==> src/rtl/pcg_pkg.sv <==
// Shared types and constants for the PCG32 bounded random unit.
package pcg_pkg;

	localparam logic [63:0] PCG_MUL = 64'd6364136223846793005;
	localparam logic [63:0] PCG_INC = 64'd11634580027462260723;
	localparam int unsigned XS_SHIFT = 18;
	localparam int unsigned OUT_SHIFT = 27;
	localparam int unsigned ROT_SHIFT = 59;
	localparam int unsigned DIV_STEPS = 32;
	localparam int unsigned CNT_W = $clog2(DIV_STEPS);

	typedef enum logic [0:0] {
		OP_RAW    = 1'b0,
		OP_RANGED = 1'b1
	} opcode_t;

	typedef enum logic [1:0] {
		MUL_LL = 2'd0,
		MUL_HL = 2'd1,
		MUL_LH = 2'd2
	} mul_sel_t;

	typedef enum logic [0:0] {
		DIV_SRC_ALL  = 1'b0,
		DIV_SRC_WORD = 1'b1
	} div_src_t;

	typedef enum logic [3:0] {
		ST_IDLE,
		ST_DECODE,
		ST_CUT,
		ST_CUTSET,
		ST_MUL0,
		ST_MUL1,
		ST_MUL2,
		ST_MUL3,
		ST_ADV,
		ST_PERM,
		ST_CHECK,
		ST_MOD,
		ST_DONE
	} state_t;

	typedef struct packed {
		logic     cap_in;
		logic     div_init;
		div_src_t div_src;
		logic     div_step;
		logic     cut_set;
		logic     mul_en;
		mul_sel_t mul_sel;
		logic     acc_load;
		logic     acc_add;
		logic     adv;
		logic     perm;
		logic     out_load;
	} cmd_t;

	typedef struct packed {
		logic op_raw;
		logic rng_eq;
		logic rng_inv;
		logic word_ok;
		logic div_last;
	} status_t;

endpackage

==> src/rtl/pcg_dp.sv <==
// Datapath: generator state, shared 32x32 multiplier, serial remainder unit, output register.
module pcg_dp (
	input  logic              clk,
	input  logic              arst_n,
	input  logic              cfg_wr_en,
	input  logic [63:0]       cfg_wr_data,
	input  logic [63:0]       in_data,
	input  logic              in_op,
	input  pcg_pkg::cmd_t     cmd,
	output pcg_pkg::status_t  status,
	output logic [31:0]       out_value,
	output logic              out_error
);

	logic [63:0] gen_q;
	logic [63:0] prod_q;
	logic [63:0] acc_q;
	logic [31:0] word_q;
	logic [31:0] cut_q;
	logic [31:0] min_q;
	logic [31:0] max_q;
	logic        op_q;
	logic [31:0] rem_q;
	logic [31:0] dvd_q;
	logic [pcg_pkg::CNT_W-1:0] cnt_q;

	logic [31:0] span;
	logic [31:0] mul_a;
	logic [31:0] mul_b;
	logic [63:0] mul_p;
	logic [32:0] trial;
	logic [32:0] trial_sub;
	logic [63:0] mixed;
	logic [31:0] xs_word;
	logic [4:0]  rot;
	logic [63:0] rot_dbl;
	logic [31:0] result;

	localparam logic [31:0] MUL_LO = pcg_pkg::PCG_MUL[31:0];
	localparam logic [31:0] MUL_HI = pcg_pkg::PCG_MUL[63:32];

	assign span = max_q - min_q;

	always_comb begin
		unique case (cmd.mul_sel)
			pcg_pkg::MUL_LL: begin
				mul_a = gen_q[31:0];
				mul_b = MUL_LO;
			end
			pcg_pkg::MUL_HL: begin
				mul_a = gen_q[63:32];
				mul_b = MUL_LO;
			end
			pcg_pkg::MUL_LH: begin
				mul_a = gen_q[31:0];
				mul_b = MUL_HI;
			end
			default: begin
				mul_a = gen_q[31:0];
				mul_b = MUL_LO;
			end
		endcase
	end

	assign mul_p = {32'd0, mul_a} * {32'd0, mul_b};

	assign trial     = {rem_q, dvd_q[31]};
	assign trial_sub = trial - {1'b0, span};

	assign mixed   = ((gen_q >> pcg_pkg::XS_SHIFT) ^ gen_q) >> pcg_pkg::OUT_SHIFT;
	assign xs_word = mixed[31:0];
	assign rot     = gen_q[pcg_pkg::ROT_SHIFT +: 5];
	assign rot_dbl = {xs_word, xs_word} >> rot;

	always_comb begin
		priority if (op_q == pcg_pkg::OP_RAW) begin
			result = word_q;
		end else if (max_q <= min_q) begin
			result = min_q;
		end else begin
			result = min_q + rem_q;
		end
	end

	always_ff @(posedge clk or negedge arst_n) begin
		if (!arst_n) begin
			gen_q <= '0;
			cnt_q <= '0;
		end else begin
			if (cfg_wr_en) begin
				gen_q <= cfg_wr_data;
			end else if (cmd.adv) begin
				gen_q <= acc_q + pcg_pkg::PCG_INC;
			end
			if (cmd.div_init) begin
				cnt_q <= '0;
			end else if (cmd.div_step) begin
				cnt_q <= cnt_q + pcg_pkg::CNT_W'(1);
			end
		end
	end

	always_ff @(posedge clk) begin
		if (cmd.cap_in) begin
			op_q  <= in_op;
			min_q <= in_data[31:0];
			max_q <= in_data[63:32];
		end
		if (cmd.mul_en) begin
			prod_q <= mul_p;
		end
		if (cmd.acc_load) begin
			acc_q <= prod_q;
		end else if (cmd.acc_add) begin
			acc_q <= acc_q + {prod_q[31:0], 32'd0};
		end
		if (cmd.perm) begin
			word_q <= rot_dbl[31:0];
		end
		if (cmd.div_init) begin
			rem_q <= '0;
			dvd_q <= (cmd.div_src == pcg_pkg::DIV_SRC_WORD) ? word_q : '1;
		end else if (cmd.div_step) begin
			rem_q <= trial_sub[32] ? trial[31:0] : trial_sub[31:0];
			dvd_q <= {dvd_q[30:0], 1'b0};
		end
		if (cmd.cut_set) begin
			cut_q <= ~rem_q;
		end
		if (cmd.out_load) begin
			out_value <= result;
			out_error <= (op_q == pcg_pkg::OP_RANGED) && (max_q < min_q);
		end
	end

	assign status.op_raw   = (op_q == pcg_pkg::OP_RAW);
	assign status.rng_eq   = (max_q == min_q);
	assign status.rng_inv  = (max_q < min_q);
	assign status.word_ok  = (word_q <= cut_q);
	assign status.div_last = (cnt_q == pcg_pkg::CNT_W'(pcg_pkg::DIV_STEPS - 1));

endmodule

==> src/rtl/pcg_ctrl.sv <==
// Controller: sequences capture, cutoff, draw, rejection, remainder and output handoff.
module pcg_ctrl (
	input  logic              clk,
	input  logic              arst_n,
	input  logic              in_valid,
	output logic              in_ready,
	output logic              out_valid,
	input  logic              out_ready,
	input  pcg_pkg::status_t  status,
	output pcg_pkg::cmd_t     cmd
);

	pcg_pkg::state_t state_q;
	pcg_pkg::state_t state_d;
	logic            out_valid_q;
	logic            out_free;

	assign out_free  = !out_valid_q || out_ready;
	assign in_ready  = (state_q == pcg_pkg::ST_IDLE);
	assign out_valid = out_valid_q;

	always_comb begin
		state_d = state_q;
		unique case (state_q)
			pcg_pkg::ST_IDLE:   if (in_valid) state_d = pcg_pkg::ST_DECODE;
			pcg_pkg::ST_DECODE: begin
				priority if (status.op_raw) begin
					state_d = pcg_pkg::ST_MUL0;
				end else if (status.rng_eq || status.rng_inv) begin
					state_d = pcg_pkg::ST_DONE;
				end else begin
					state_d = pcg_pkg::ST_CUT;
				end
			end
			pcg_pkg::ST_CUT:    if (status.div_last) state_d = pcg_pkg::ST_CUTSET;
			pcg_pkg::ST_CUTSET: state_d = pcg_pkg::ST_MUL0;
			pcg_pkg::ST_MUL0:   state_d = pcg_pkg::ST_MUL1;
			pcg_pkg::ST_MUL1:   state_d = pcg_pkg::ST_MUL2;
			pcg_pkg::ST_MUL2:   state_d = pcg_pkg::ST_MUL3;
			pcg_pkg::ST_MUL3:   state_d = pcg_pkg::ST_ADV;
			pcg_pkg::ST_ADV:    state_d = pcg_pkg::ST_PERM;
			pcg_pkg::ST_PERM:   state_d = pcg_pkg::ST_CHECK;
			pcg_pkg::ST_CHECK: begin
				priority if (status.op_raw) begin
					state_d = pcg_pkg::ST_DONE;
				end else if (status.word_ok) begin
					state_d = pcg_pkg::ST_MOD;
				end else begin
					state_d = pcg_pkg::ST_MUL0;
				end
			end
			pcg_pkg::ST_MOD:    if (status.div_last) state_d = pcg_pkg::ST_DONE;
			pcg_pkg::ST_DONE:   if (out_free) state_d = pcg_pkg::ST_IDLE;
			default:            state_d = pcg_pkg::ST_IDLE;
		endcase
	end

	always_comb begin
		cmd = '0;
		cmd.mul_sel = pcg_pkg::MUL_LL;
		cmd.div_src = pcg_pkg::DIV_SRC_ALL;
		unique case (state_q)
			pcg_pkg::ST_IDLE:   cmd.cap_in = in_valid;
			pcg_pkg::ST_DECODE: cmd.div_init = 1'b1;
			pcg_pkg::ST_CUT:    cmd.div_step = 1'b1;
			pcg_pkg::ST_CUTSET: cmd.cut_set = 1'b1;
			pcg_pkg::ST_MUL0:   cmd.mul_en = 1'b1;
			pcg_pkg::ST_MUL1: begin
				cmd.mul_en   = 1'b1;
				cmd.mul_sel  = pcg_pkg::MUL_HL;
				cmd.acc_load = 1'b1;
			end
			pcg_pkg::ST_MUL2: begin
				cmd.mul_en  = 1'b1;
				cmd.mul_sel = pcg_pkg::MUL_LH;
				cmd.acc_add = 1'b1;
			end
			pcg_pkg::ST_MUL3:   cmd.acc_add = 1'b1;
			pcg_pkg::ST_ADV:    cmd.adv = 1'b1;
			pcg_pkg::ST_PERM:   cmd.perm = 1'b1;
			pcg_pkg::ST_CHECK: begin
				cmd.div_init = 1'b1;
				cmd.div_src  = pcg_pkg::DIV_SRC_WORD;
			end
			pcg_pkg::ST_MOD:    cmd.div_step = 1'b1;
			pcg_pkg::ST_DONE:   cmd.out_load = out_free;
			default:            cmd = '0;
		endcase
	end

	always_ff @(posedge clk or negedge arst_n) begin
		if (!arst_n) begin
			state_q     <= pcg_pkg::ST_IDLE;
			out_valid_q <= 1'b0;
		end else begin
			state_q <= state_d;
			if (cmd.out_load) begin
				out_valid_q <= 1'b1;
			end else if (out_ready) begin
				out_valid_q <= 1'b0;
			end
		end
	end

endmodule

==> src/rtl/pcg32_bounded_random_unit.sv <==
// Top level of the PCG32 bounded random unit.
// Raw draw: shared 32x32 multiply in states MUL0 to MUL3, then advance, permute and result load.
// Ranged: cutoff, draws repeated on rejection, result; two 32-step serial remainders dominate.
// Empty or inverted range: direct to the load. One item at a time; the next is taken in idle,
// in the cycle after the load, which waits while a previous result is stalled at the output.
// arst_n clears the controller, output valid and generator state (state 0 until a seed write).
module pcg32_bounded_random_unit (
	input  logic        clk,
	input  logic        arst_n,
	input  logic        cfg_wr_en,
	input  logic [63:0] cfg_wr_data,
	input  logic        s_tvalid,
	output logic        s_tready,
	input  logic [63:0] s_tdata,   // [31:0] range_min, [63:32] range_max
	input  logic [0:0]  s_tuser,   // [0] opcode
	output logic        m_tvalid,
	input  logic        m_tready,
	output logic [31:0] m_tdata,   // [31:0] random_value
	output logic [0:0]  m_tuser    // [0] range_error
);

	pcg_pkg::cmd_t    cmd;
	pcg_pkg::status_t status;

	pcg_ctrl u_ctrl (
		.clk       (clk),
		.arst_n    (arst_n),
		.in_valid  (s_tvalid),
		.in_ready  (s_tready),
		.out_valid (m_tvalid),
		.out_ready (m_tready),
		.status    (status),
		.cmd       (cmd)
	);

	pcg_dp u_dp (
		.clk         (clk),
		.arst_n      (arst_n),
		.cfg_wr_en   (cfg_wr_en),
		.cfg_wr_data (cfg_wr_data),
		.in_data     (s_tdata),
		.in_op       (s_tuser[0]),
		.cmd         (cmd),
		.status      (status),
		.out_value   (m_tdata),
		.out_error   (m_tuser[0])
	);

	a_busy_after_accept: assert property (@(posedge clk) disable iff (!arst_n)
		(s_tvalid && s_tready) |=> !s_tready)
		else $error("input accepted while a draw is in progress");

	a_valid_from_load: assert property (@(posedge clk) disable iff (!arst_n)
		$rose(m_tvalid) |-> $past(cmd.out_load))
		else $error("output valid raised without a result load");

	a_no_mul_during_div: assert property (@(posedge clk) disable iff (!arst_n)
		cmd.div_step |-> !cmd.mul_en && !cmd.adv)
		else $error("remainder step overlaps generator advance");

endmodule

==> config.mk <==
export PLATFORM = sky130hd
export DESIGN_NAME = pcg32_bounded_random_unit
export DESIGN_NICKNAME = d
export VERILOG_FILES = /design/src/rtl/pcg_pkg.sv /design/src/rtl/pcg_dp.sv /design/src/rtl/pcg_ctrl.sv /design/src/rtl/pcg32_bounded_random_unit.sv
export SDC_FILE = /design/constraint.sdc
export NUM_CORES = 2
export LEC_CHECK = 0
export ABC_CLOCK_PERIOD_IN_PS = 20500
export BUFFER_PORTS_ARGS = -buffer_cell sky130_fd_sc_hd__buf_2
export CELL_PAD_IN_SITES_DETAIL_PLACEMENT = 1
export CELL_PAD_IN_SITES_GLOBAL_PLACEMENT = 1
export CORE_ASPECT_RATIO = 1.75
export CORE_UTILIZATION = 55
export DETAILED_ROUTE_END_ITERATION = 7
export PLACE_DENSITY = 0.87
export SYNTH_ARGS = -nofsm -noshare
export SYNTH_HDL_FRONTEND = slang
export SYNTH_SLANG_ARGS = --single-unit
export TNS_END_PERCENT = 30
==> constraint.sdc <==
create_clock -name clk -period 20.5 [get_ports clk]
set_input_delay 2.05 -clock clk [delete_from_list [all_inputs] [get_ports clk]]
set_output_delay 2.05 -clock clk [all_outputs]
set_load 0.1 [all_outputs]
# ---- Yosys cells after proc, flatten, opt, wreduce, memory -nomap -nowiden
# Index checks and enable logic that the tools add are counted.
# Widths: inputs -> output; s select.
dict set report classes {
  addsub 6
  multipliers 1
  div_mod_pow 0
  order_cmp 3
  n_eq_ne 20
  shift 1
  n_mux 37
  bitwise_logic 2
  reduce_logical 14
}
# operator count
set op_table {}
lappend op_table {{$mux 64} 4}
lappend op_table {{$mux 32} 7}
lappend op_table {{$add 64x64->64} 1}
lappend op_table {{$add 64x64->64 const B} 1}
lappend op_table {{$le 32x32->1} 2}
lappend op_table {{$shr 64x5->32} 1}
lappend op_table {{$mul 32x31->63} 1}
lappend op_table {{$xor 46x59->59} 1}
lappend op_table {{$pmux 4 s13} 1}
lappend op_table {{$sub 33x32->33} 1}
lappend op_table {{$add 32x32->32} 1}
lappend op_table {{$eq 32x32->1} 1}
lappend op_table {{$lt 32x32->1} 1}
lappend op_table {{$mux 4} 8}
lappend op_table {{$not 32->32} 1}
lappend op_table {{$sub 32x32->32} 1}
lappend op_table {{$mux 29} 1}
lappend op_table {{$eq 4x4->1 const B} 5}
lappend op_table {{$eq 4x3->1 const B} 4}
lappend op_table {{$mux 1} 13}
lappend op_table {{$mux 5} 2}
lappend op_table {{$eq 4x2->1 const B} 2}
lappend op_table {{$reduce_bool 2->1} 4}
lappend op_table {{$ne 2x2->1 const B} 3}
lappend op_table {{other kinds (14)} 17}
dict set report word_totals {
  register_bits 428
  latchBits 0
  ram_bits 0
  mem_bits_ro 0
  out_inout_bits 35
  wordCells 99
  memories 0
}

# ---- Logic depth before layout (Yosys ltp)
dict set report logic_depth {
  word_depth 5
  ltp_mapped 38
  depth_no_buf 34
}

# ---- Modules after synthesis
# Synthesis repeated with hierarchy kept, for this count alone.
dict set report unflattened {
  hier_cells 5070
  hier_area_um2 49505.0
}
# mod instances cells_per_inst area_each_um2
set by_module_without_submodules {}
lappend by_module_without_submodules {pcg_dp 1 5004 48994.5}
lappend by_module_without_submodules {pcg_ctrl 1 66 510.5}

# ---- Worst setup path after synthesis
# OpenSTA, ideal clock, no wires.
dict set report synth_timing {
  path_type {register to register}
  startpoint {register u_ctrl.state_q[3]}
  endpoint {register u_dp.prod_q[59] (data pin)}
  arrival_ns 8.914
  setup_slack_ns 11.327
  path_stages_with_launch 34
  period_less_slack_ns 9.173
  cell_sequence {dfrtp_1 -> nand2b_1 -> clkbuf_1 -> nor2_1 -> buf_2 -> buf_4 -> mux2i_1 -> inv_1 -> fa_1 -> inv_1 -> fa_1 -> inv_1 -> fa_1 -> inv_1 -> fa_1 -> inv_1 -> fa_1 -> fa_1 -> fa_1 -> inv_1 -> fa_1 -> inv_1 -> ha_1 -> clkbuf_1 -> a21o_1 -> a21o_1 -> a21oi_1 -> o21a_1 -> or2_2 -> o21a_1 -> o41a_1 -> o211ai_1 -> a21oi_1 -> xnor2_1}
}
dict set report synth_between {
  elab_chain_cells 5
  elab_cells_between_ends 8
  cone_classes {mul (1); eq/ne (4); mux (3)}
}
# element line_no
set synth_lines {}
lappend synth_lines {{start, declared} pcg_ctrl.sv:13} ;# pcg_pkg::state_t state_q;
lappend synth_lines {{start signal, assigned} pcg_ctrl.sv:93} ;# state_q <= pcg_pkg::ST_IDLE;
lappend synth_lines {{start signal, assigned} pcg_ctrl.sv:96} ;# state_q <= state_d;
lappend synth_lines {{$eq 4x3->1} pcg_ctrl.sv:62} ;# unique case (state_q)
lappend synth_lines {{$pmux 2 s2 *} pcg_ctrl.sv:62}
lappend synth_lines {{$eq 2x1->1 / $eq 2x2->1 (equally long branches)} pcg_dp.sv:45} ;# unique case (cmd.mul_sel)
lappend synth_lines {{$mux 32 / $mux 29 (equally long branches)} pcg_dp.sv:45}
lappend synth_lines {{$mul 32x31->63 *} pcg_dp.sv:65} ;# assign mul_p = {32'd0, mul_a} * {32'd0, mul_b};
lappend synth_lines {{net u_dp.mul_p[59]} pcg_dp.sv:30} ;# logic [63:0] mul_p;
lappend synth_lines {{end signal, assigned} pcg_dp.sv:110} ;# prod_q <= mul_p;
lappend synth_lines {{end, declared} pcg_dp.sv:16} ;# logic [63:0] prod_q;
# The timed path passes the listed nets; every way through them passes the cells marked *.
# A chain may end at the register's enable or synchronous reset.

# ---- Worst setup path in the final report
dict set report layout_timing {
  startpoint {register u_ctrl.state_q[3]}
  endpoint {register u_dp.prod_q[61] (data pin)}
}
# Same word-level chain as after synthesis.

==> metrics.md <==
| Metric | Value |
|---|---|
| Port Buffers | 168 |
| Routed via count | 40,200 |
| Slowest-stage cell, CP | mux2i_1 |
| Initial core utilization | 55.7% |
| Layout net count | about 6,500 |
| Layout area overhead | 7.07% |
| PostCTS Resize Cnt | 0 |
| CP most frequent cell | fa_1 |
| Post-route cell area | 52,700 sq um |
| CTS tree | yes |
| Max Clock Skew | 27.5 ps |
| CTS Root Cell | clkbuf_16 |
| TNS Setup | 0 ps |
| Register Area | 12,100 sq um |
| Die Y | between 300 and 400 um |
| CP Capture Type | flop |
| Placed cell areas | 51,400 sq um |
| Share of layout cells above drive strength 1 | 6.96% |
| Core Area | a little under 90,000 sq um |
| DIE WIDTH | 228 um |
| Crit Path Max Fanout | 76 |
| Ys Warns | 0 |
| H-tree Lvls | 2 |
| DR vias/cell | 6.25 |
| Drt first pass iters | 6 |
| Min Clock Period, post-route | 11,320 ps |
| Most frequent cells in the layout | inv_1 (926), ha_1 (579), fa_1 (536) |
| Skew-Pair Late Insertion Delay | 600 ps |
| Initial antenna violation count | 5 |
| Synth area leader | fa_1 |
| Max incr delay on CP | 810 ps |
| DRC | 0 |
| Synth top area cells | fa_1 (22%), edfxtp_1 (20%), ha_1 (15%), inv_1 (7.1%), dfrtp_1 (3.8%) |
| Sequential area share after synthesis | 24.7% |
| Final Hold Vio Count | 0 |
| Pin count of the biggest net entering global routing | 94 |
| Slew HR | 13.2% |
| DR iter-0 viols | around 2,200 |
| Mapped cell area | 49,200 sq um |
| Vias in the first global route | 45,600 |
| Global-route wire length before repair | 277,000 um |
| Most common cell after layout, fill and taps aside | inv_1 |
| Startpoint types | flop |
| Post-route ant nets | 0 |
| Max_cap viols | 0 |
| Yosys cell types | 97 |
| Routed wire length | 189,000 um |
| Hold WS | 521 ps |
| Post-synth top flop | edfxtp_1 |
| Routed WL per cell | 29.4 um |
| Final HPWL from detailed placement | ~150,000 um |
| Worst path required time | 20,830 ps |
| Fin. max-slew vios | 0 |
| Yosys top cell area share | ~22% |
| DIE AREA | about 90,000 sq um |
| Worst EP arrival | about 12,000 ps |
| Hold crit path type | reg -> reg |
| Reg clk slew, reported paths | 70 ps |
| Ys async rst share | 17.3% |
| Multi-input logic area | roughly 33,000 sq um |
| Max Freq | between 80 and 90 MHz |
| Grt ovf | 0 |
| Avg Cell Area, Syn | 9.66 sq um |
| Synthesized instance count | 5,094 |
| Fin util | 59.7% |
| Clock Path Buffers | 3 |
| Number of synthesized flops with an enable pin | 321 |
| Critical path type | reg -> reg |
| Cts bufs inserted | 39 |
| Gpl congestion | 1.05 |
| All-Layer GR Usage | 41.9% |
| Seq cells post-synth | 427 |
| Fill cell count | ~10,000 |
| Post-CTS setup buffer count | 0 |
| Clock sinks | between 400 and 500 |
| Outcome | finished clean |
| Actual slew at the worst max-slew pin | 1290 ps |
| Setup Viol. Count Final | 0 |
| Period utilisation layout | 55.2% |
| RSZ-0062 raised after global routing | false |
| IO Pins | 169 |
| Hold buffers post-CTS | 0 |
| Row count | around 140 |
## flip-flops by register name (all words and copies together), names as in the netlist
register          flops
u_dp.prod_q          63
u_ctrl.state_q        4
u_dp.gen_q           64
u_dp.rem_q           32
u_dp.cut_q           32
u_dp.op_q             1
u_dp.cnt_q            5
u_dp.dvd_q           32
u_dp.word_q          32
u_dp.max_q           32
u_dp.out_error        1
u_dp.min_q           32
u_ctrl.out_valid      1
u_dp.out_value       32
u_dp.acc_q           64
## metrics by stage
step / setup slack, ps / std cells
CTS: 9270 / 6423
floorplan: 11330 / 5123
finish: 9180 / 6427
global placement: 9460 / 6350
detailed placement: 9270 / 6352
global route: 8830 / 6423
## worst max-delay path: cells and delay by family, from the launching register on
| family | cells | cell delay (ps) |
|---|---|---|
| muxes | 1 | 810 |
| adders and majority gates | 9 | 4340 |
| and+or+nand+nor | 5 | 1310 |
| xor gates and xnor gates | 1 | 120 |
| AOI/OAI and AO/OA | 7 | 2120 |
| buffers and inverters | 7 | 1800 |
| DFF | 1 | 530 |
## kinds of logic after synthesis
kind of cell             count (synthesis)  synth area share (%)
AO/OA/AOI/OAI                         1010                  12.9
XOR/XNOR                               236                  4.20
adder cells (fa/ha/maj)               1115                  36.5
buffers and inverters                 1085                  8.38
flip-flops                             427                  24.7
multiplexers                           165                  3.53
other                                    2                0.0153
AND/OR/NAND/NOR                       1054                  9.76
## path summary, 6_finish.rpt
path,cells past startpoint,endpoint,slack (ps),startpoint
worst max-delay path,30,u_dp.prod_q[61],9180,u_ctrl.state_q[3]
worst min-delay path,1,u_dp.cnt_q[4],520,u_dp.cnt_q[4]
worst max register to register,30,u_dp.prod_q[61],9180,u_ctrl.state_q[3]
worst min register to register,1,u_dp.cnt_q[4],520,u_dp.cnt_q[4]
max in group asynchronous,2,u_dp.gen_q[4],18090,arst_n
min in group asynchronous,1,u_dp.gen_q[62],1300,arst_n
## cell type report
| type | count | share of cell area (%) |
|---|---|---|
| antenna | 4 | 0.0190 |
| clock buffer | 48 | 2.02 |
| clock inverter | 23 | 0.368 |
| inverter | 932 | 6.64 |
| multi-input combinational | 3611 | 62.9 |
| sequential | 427 | 23.0 |
| tap | 1168 | 2.78 |
| timing repair buffer | 214 | 2.27 |
## layer usage
| metal | routed length (um) | vias to the layer above | share of wire, % | global-route usage (%) |
|---|---|---|---|---|
| met5 | 11 | - | 0.0058 | 0 |
| met4 | 26100 | 2 | 14 | 48.2 |
| met3 | 10700 | 1018 | 5.7 | 7.91 |
| met2 | 95900 | 1772 | 51 | 75.2 |
| met1 | 56000 | 20100 | 30 | 36.6 |
| li1 | - | 17300 | - | - |
## synth_stat cells, types with 7 or more instances
cell type and n:
nor2b_1 39, buf_2 8, nand2b_1 39, o21a_1 32, o21bai_1 22, o21ai_1 12, or3_1 19, a221oi_1 9
clkbuf_1 120, dfxtp_1 32, nand3_1 62, nand2_1 328, o31ai_1 14, nand4_1 39, a21o_1 113, a31oi_1 31
nor3_1 45, nor2_1 360, fa_1 536, xor2_1 84, buf_1 19, or2_2 14, mux2i_1 127, ha_1 579
a211oi_1 24, o221ai_1 11, inv_1 927, o22a_1 31, a311oi_1 13, a21oi_1 303, o211ai_1 24, a211o_1 7
a21boi_0 8, nor3b_1 9, and3_1 20, nor4_1 8, xnor2_1 152, o22ai_1 32, o21ai_0 252, and2_1 48
dfrtp_1 74, edfxtp_1 321, mux2_2 34
Power is left out: the tool's default activity adds up to more than one toggle a clock period on the data nets, which glitch-free logic cannot reach.
